<file path="config.mk">
export PLATFORM = sky130hd
export DESIGN_NAME = kaf_ctrl
export DESIGN_NICKNAME = d
export VERILOG_FILES = /design/src/hdl/kalman_angle_fusion_assert.svh /design/src/hdl/kaf_pkg.sv /design/src/hdl/kaf_ctrl.sv
export SDC_FILE = /design/constraint.sdc
export NUM_CORES = 1
export LEC_CHECK = 0
export CAP_MARGIN = 40
export CORE_AREA = 2 2 39 41
export CTS_CLUSTER_DIAMETER = 40
export DETAILED_ROUTE_END_ITERATION = 8
export DIE_AREA = 0 0 41 43
export DONT_BUFFER_PORTS = 1
export SLEW_MARGIN = 0
export SYNTH_ARGS = -nofsm -noshare
export SYNTH_HDL_FRONTEND = slang
export SYNTH_SLANG_ARGS = --single-unit
</file>
<file path="constraint.sdc">
create_clock -name clk -period 1.32 [get_ports clk]
set_input_delay 0.066 -clock clk [delete_from_list [all_inputs] [get_ports clk]]
set_output_delay 0.066 -clock clk [all_outputs]
set_load 0.05 [all_outputs]
</file>
<file path="src/hdl/kalman_angle_fusion_assert.svh">
// Assertion macros for the angle fusion filter
`ifndef KALMAN_ANGLE_FUSION_ASSERT_SVH
`define KALMAN_ANGLE_FUSION_ASSERT_SVH

`ifndef SYNTHESIS
// Same-cycle implication, sampled on clk, off during reset
`define KAF_ASSERT_IMP(lbl, ant, cons) \
	lbl: assert property (@(posedge clk) disable iff (!arst_n) (ant) |-> (cons)) \
		else $error("kalman_angle_fusion assertion failed");
// Next-cycle implication, sampled on clk, off during reset
`define KAF_ASSERT_NXT(lbl, ant, cons) \
	lbl: assert property (@(posedge clk) disable iff (!arst_n) (ant) |=> (cons)) \
		else $error("kalman_angle_fusion assertion failed");
`else
`define KAF_ASSERT_IMP(lbl, ant, cons)
`define KAF_ASSERT_NXT(lbl, ant, cons)
`endif

`endif

</file>
<file path="src/hdl/kaf_pkg.sv">
// Types, constants and fixed-point helpers of the angle fusion filter
package kaf_pkg;

	localparam int DT_FRAC_BITS  = 16;
	localparam int COV_FRAC_BITS = 28;

	// Register indexes
	localparam logic [1:0] CFG_ANGLE_NOISE = 2'd0;
	localparam logic [1:0] CFG_BIAS_NOISE  = 2'd1;
	localparam logic [1:0] CFG_MEAS_NOISE  = 2'd2;

	localparam logic [30:0] ANGLE_NOISE_RST = 31'd268435;
	localparam logic [30:0] BIAS_NOISE_RST  = 31'd805306;
	localparam logic [30:0] MEAS_NOISE_RST  = 31'd8053064;

	// Datapath operations, one per controller step
	typedef enum logic [4:0] {
		OP_NONE, OP_LOAD, OP_RATE, OP_M1, OP_M2, OP_INNER, OP_M3, OP_M4, OP_P11,
		OP_S, OP_DIV0, OP_WAIT0, OP_DIV1, OP_WAIT1, OP_M5, OP_M6, OP_M7, OP_M8,
		OP_M9, OP_M10, OP_C11, OP_OUT
	} op_t;

	typedef enum logic [4:0] {
		ST_IDLE, ST_RATE, ST_M1, ST_M2, ST_INNER, ST_M3, ST_M4, ST_P11, ST_S,
		ST_DIV0, ST_WAIT0, ST_DIV1, ST_WAIT1, ST_M5, ST_M6, ST_M7, ST_M8, ST_M9,
		ST_M10, ST_C11, ST_DONE
	} state_t;

	typedef struct packed {
		op_t op;
	} cmd_t;

	typedef struct packed {
		logic div_done;
	} stat_t;

	function automatic logic signed [31:0] sat32(input logic signed [63:0] v);
		if (v > 64'sd2147483647) return 32'sh7fffffff;
		if (v < -64'sd2147483648) return 32'sh80000000;
		return v[31:0];
	endfunction

	// Round to nearest, ties up, after a product in time-step format
	function automatic logic signed [63:0] rnd_dt(input logic signed [67:0] p);
		logic signed [67:0] t;
		logic signed [67:0] sh;
		t = p + (68'sd1 <<< (DT_FRAC_BITS - 1));
		sh = t >>> DT_FRAC_BITS;
		return sh[63:0];
	endfunction

	// Same after a product in covariance format
	function automatic logic signed [63:0] rnd_cov(input logic signed [67:0] p);
		logic signed [67:0] t;
		logic signed [67:0] sh;
		t = p + (68'sd1 <<< (COV_FRAC_BITS - 1));
		sh = t >>> COV_FRAC_BITS;
		return sh[63:0];
	endfunction

endpackage

</file>
<file path="src/hdl/kaf_ctrl.sv">
// Filter sequencer: steps the datapath through one update, drives handshakes
module kaf_ctrl import kaf_pkg::*; (
	input  logic  clk,
	input  logic  arst_n,
	input  logic  in_valid,
	output logic  in_stall,
	output logic  out_valid,
	input  logic  out_stall,
	input  stat_t stat,
	output cmd_t  cmd
);

	state_t state_q, state_d;
	logic   out_valid_q;
	logic   out_free;

	assign out_free = !out_valid_q || !out_stall;

	// Next state
	always_comb begin
		state_d = state_q;
		unique case (state_q)
			ST_IDLE:  if (in_valid) state_d = ST_RATE;
			ST_RATE:  state_d = ST_M1;
			ST_M1:    state_d = ST_M2;
			ST_M2:    state_d = ST_INNER;
			ST_INNER: state_d = ST_M3;
			ST_M3:    state_d = ST_M4;
			ST_M4:    state_d = ST_P11;
			ST_P11:   state_d = ST_S;
			ST_S:     state_d = ST_DIV0;
			ST_DIV0:  state_d = ST_WAIT0;
			ST_WAIT0: if (stat.div_done) state_d = ST_DIV1;
			ST_DIV1:  state_d = ST_WAIT1;
			ST_WAIT1: if (stat.div_done) state_d = ST_M5;
			ST_M5:    state_d = ST_M6;
			ST_M6:    state_d = ST_M7;
			ST_M7:    state_d = ST_M8;
			ST_M8:    state_d = ST_M9;
			ST_M9:    state_d = ST_M10;
			ST_M10:   state_d = ST_C11;
			ST_C11:   state_d = ST_DONE;
			ST_DONE:  if (out_free) state_d = ST_IDLE;
			default:  state_d = ST_IDLE;
		endcase
	end

	// Outputs
	always_comb begin
		cmd.op = OP_NONE;
		unique case (state_q)
			ST_IDLE:  if (in_valid) cmd.op = OP_LOAD;
			ST_RATE:  cmd.op = OP_RATE;
			ST_M1:    cmd.op = OP_M1;
			ST_M2:    cmd.op = OP_M2;
			ST_INNER: cmd.op = OP_INNER;
			ST_M3:    cmd.op = OP_M3;
			ST_M4:    cmd.op = OP_M4;
			ST_P11:   cmd.op = OP_P11;
			ST_S:     cmd.op = OP_S;
			ST_DIV0:  cmd.op = OP_DIV0;
			ST_WAIT0: cmd.op = OP_WAIT0;
			ST_DIV1:  cmd.op = OP_DIV1;
			ST_WAIT1: cmd.op = OP_WAIT1;
			ST_M5:    cmd.op = OP_M5;
			ST_M6:    cmd.op = OP_M6;
			ST_M7:    cmd.op = OP_M7;
			ST_M8:    cmd.op = OP_M8;
			ST_M9:    cmd.op = OP_M9;
			ST_M10:   cmd.op = OP_M10;
			ST_C11:   cmd.op = OP_C11;
			ST_DONE:  if (out_free) cmd.op = OP_OUT;
			default:  cmd.op = OP_NONE;
		endcase
	end

	assign in_stall = (state_q != ST_IDLE);

	// State and result flag
	always_ff @(posedge clk or negedge arst_n) begin
		if (!arst_n) begin
			state_q <= ST_IDLE;
			out_valid_q <= 1'b0;
		end else begin
			state_q <= state_d;
			if (state_q == ST_DONE && out_free) begin
				out_valid_q <= 1'b1;
			end else if (!out_stall) begin
				out_valid_q <= 1'b0;
			end
		end
	end

	assign out_valid = out_valid_q;

endmodule

</file>
==> results.py <==
metrics = {
    "floorplanning": {
        "die_w_um": 41,
        "num_io_pins": 12,
        "num_rows": 14,
        "start_util_pct": 31.65,
        "coreArea_mm2": 0.001384,
        "die-area_mm2": 0.001763,
        "die_y_um": 43,
    },
    "setup_path": {
        "r2r_slack_ps": -190,
        "crit_end": "in_stall",
        "crit_required_ps": 1250,
        "rr_endpoint": "state_q[2]$_DFFE_PN0P_",
        "rr_worst_depth": 5,
        "cp_slowest_cell": "or4_4",
        "r2r_start": "state_q[0]$_DFFE_PN0P_",
        "max_stage_delay_ps": 530,
        "startpoint": "state_q[3]$_DFFE_PN0P_",
        "crit_buf_inv": 0,
        "start_kind": "flop",
        "critical_path_class": "flop to output pin",
        "critPathMaxFanout": 5,
        "worstPathArrival_ps": 1530,
        "cp_top_family": "simple AND/OR/NAND/NOR gates",
        "path_depth": 2,
        "crit_path_cell_trace": "or2_4 -> or4_4",
        "endpoint_kind": "output pin",
    },
    "routing": {
        "drt_iter0_markers": 12,
        "dr_total_vias": 505,
        "drc": 0,
        "ant_nets": 0,
        "drt_wl_total_mm": 1.400,
        "drt-wirelength-per-cell_um": 14.43,
        "drtPass1Iterations": 4,
        "viasPerCell": 5.206,
    },
    "grt": {
        "antenna_found_initial": 0,
        "grt_pass1_wl_mm": 1.959,
        "grt_max_degree": 10,
        "track_usage_pct": 16.82,
        "grt_pass1_vias": 476,
        "grt_overflow": 0,
    },
    "logic_synthesis": {
        "yosys.area.top_type": "dfrtp_1",
        "ys.flop_type": "dfrtp_1",
        "syn-cell-area_um2": 437.9,
        "yosysWarnings": 0,
        "synth.area.top_cells": "dfrtp_1 34%, a21o_1 5.1%, buf_6 5.1%",
        "synth_edf_count": 0,
        "synth_nets": 53,
        "yosysSeqAreaShare_pct": 34.29,
        "synth.avg_cell_area_um2": 9.123,
        "ys_ff_latch": 6,
        "synth_cells": 48,
        "ys_async_sr_fraction_pct": 100.0,
        "yosysUniqueCellTypes": 29,
        "yosysTopAreaCellShare_pct": 34.29,
    },
    "finish": {
        "layout_common_cells": "21 x buf_4, 7 x buf_6, 6 x dfrtp_2",
        "nets": 88,
        "diodes": 0,
        "area_growth_pct": 117.1,
        "drive_above_1_share_pct": 77.78,
        "final_common_cell": "buf_4",
        "post-route-util_pct": 68.72,
        "n_fill_cell": 98,
    },
    "job": {
        "cap_violations": 0,
    },
    "clock_network": {
        "cts_root_buf": "clkbuf_4",
        "cts.path.max_buffers": 2,
        "clock_latency_ps": 250,
        "cts_buffers": 3,
        "cts_sinks": 6,
        "htree_levels": 1,
        "cts_tree": "done",
        "clk_pin_slew_worst_paths_ps": 50,
    },
    "placed_design": {
        "dpl_worst_slack_ps": -133.4,
        "io_buffers": 0,
        "globalplace.congestion": 0.8095,
        "place_hpwl_um": 835.4,
    },
    "timing": {
        "post-route-period-util_pct": 121.2,
        "rsz0062_at_grt": "yes",
        "relSlewSlack_pct": 79.74,
        "slew_viol_final": 0,
        "min_period_ps": 1600,
        "clock_skew_ps": 6.644,
        "setup_ws_ps": -279.8,
        "worst_pin_slew_ps": 302.8,
        "hold_viol": 0,
        "setup_viol_count_final": 9,
        "whs_ps": 86.58,
        "max_freq_ghz": 0.6251,
    },
    "outcome": {
        "violations": "setup timing",
        "status": "complete, but fails checks",
    },
    "hold_path": {
        "min_path_type": "input port to flop",
    },
}
-- metrics by stage --
stage / TNS [ps] / instances / area, um^2
3_3_place_gp: -234.0 / 79 / 688.2
4_1_cts: -1284 / 91 / 837.1
5_1_grt: -1876 / 97 / 950.9
6_report: -1532 / 97 / 950.9
3_5_place_dp: -302.3 / 79 / 688.2
2_1_floorplan: -120.2 / 48 / 500.5
-- logic make-up after synthesis --
| kind of cell | count (synthesis) | share of synthesized area [%] |
|---|---|---|
| compound gates | 14 | 22.29 |
| xor+xnor | 3 | 6.001 |
| buf+inv | 5 | 8.855 |
| flops | 6 | 34.28 |
| mux | 1 | 3.428 |
| simple gates | 19 | 25.15 |
-- Yosys cell counts (2+ instances only) --
library cell  number
o21ai_0            2
nor2b_1            2
a21o_1             3
buf_6              2
nand3_1            2
a21oi_1            2
nand2_1            5
nor2_1             3
dfrtp_1            6
xor2_1             2
-- sequential cells by signal, summed over array words and instances, names as in the netlist --
signal / flops
state_q: 5
out_valid: 1
-- metal layers --
layer / GRT usage, % / part of all wire [%]
met1: 18.51 / 38
met2: 27.50 / 54
met3: 6.806 / 7.8
met4: 6.000 / 0
met5: 0 / 0
-- what timing repair did --
item,CTS,global route
endpoints found under the setup margin,7,7
hold buffers,1,0
hold endpoints to repair,6,0
gates resized for setup,16,14
pin swaps,4,5
setup buffers,8,6
-- area by class of cell --
type	instances	area, um^2	share of cell area, %
inverter	1	3.754	0.3947
clock buffer	3	22.52	2.368
multi-input combinational	37	400.4	42.11
tap	16	20.02	2.105
timing repair buffer	34	346.6	36.45
sequential	6	157.7	16.58
-- worst min path at each step --
stage              start                endpoint  slack [ps]  cells past startpoint
3_5_place_dp      arst_n  state_q[1]$_DFFE_PN0P_        -230                      0
2_1_floorplan     arst_n   out_valid$_DFFE_PN0P_        -230                      0
4_1_cts        out_stall   out_valid$_DFFE_PN0P_          90                      2
6_report       out_stall   out_valid$_DFFE_PN0P_          90                      2
5_1_grt        out_stall   out_valid$_DFFE_PN0P_          90                      2
3_3_place_gp      arst_n  state_q[3]$_DFFE_PN0P_        -230                      0
Power is left out: the tool's default activity adds up to more than one toggle a clock period on the data nets, which glitch-free logic cannot reach.
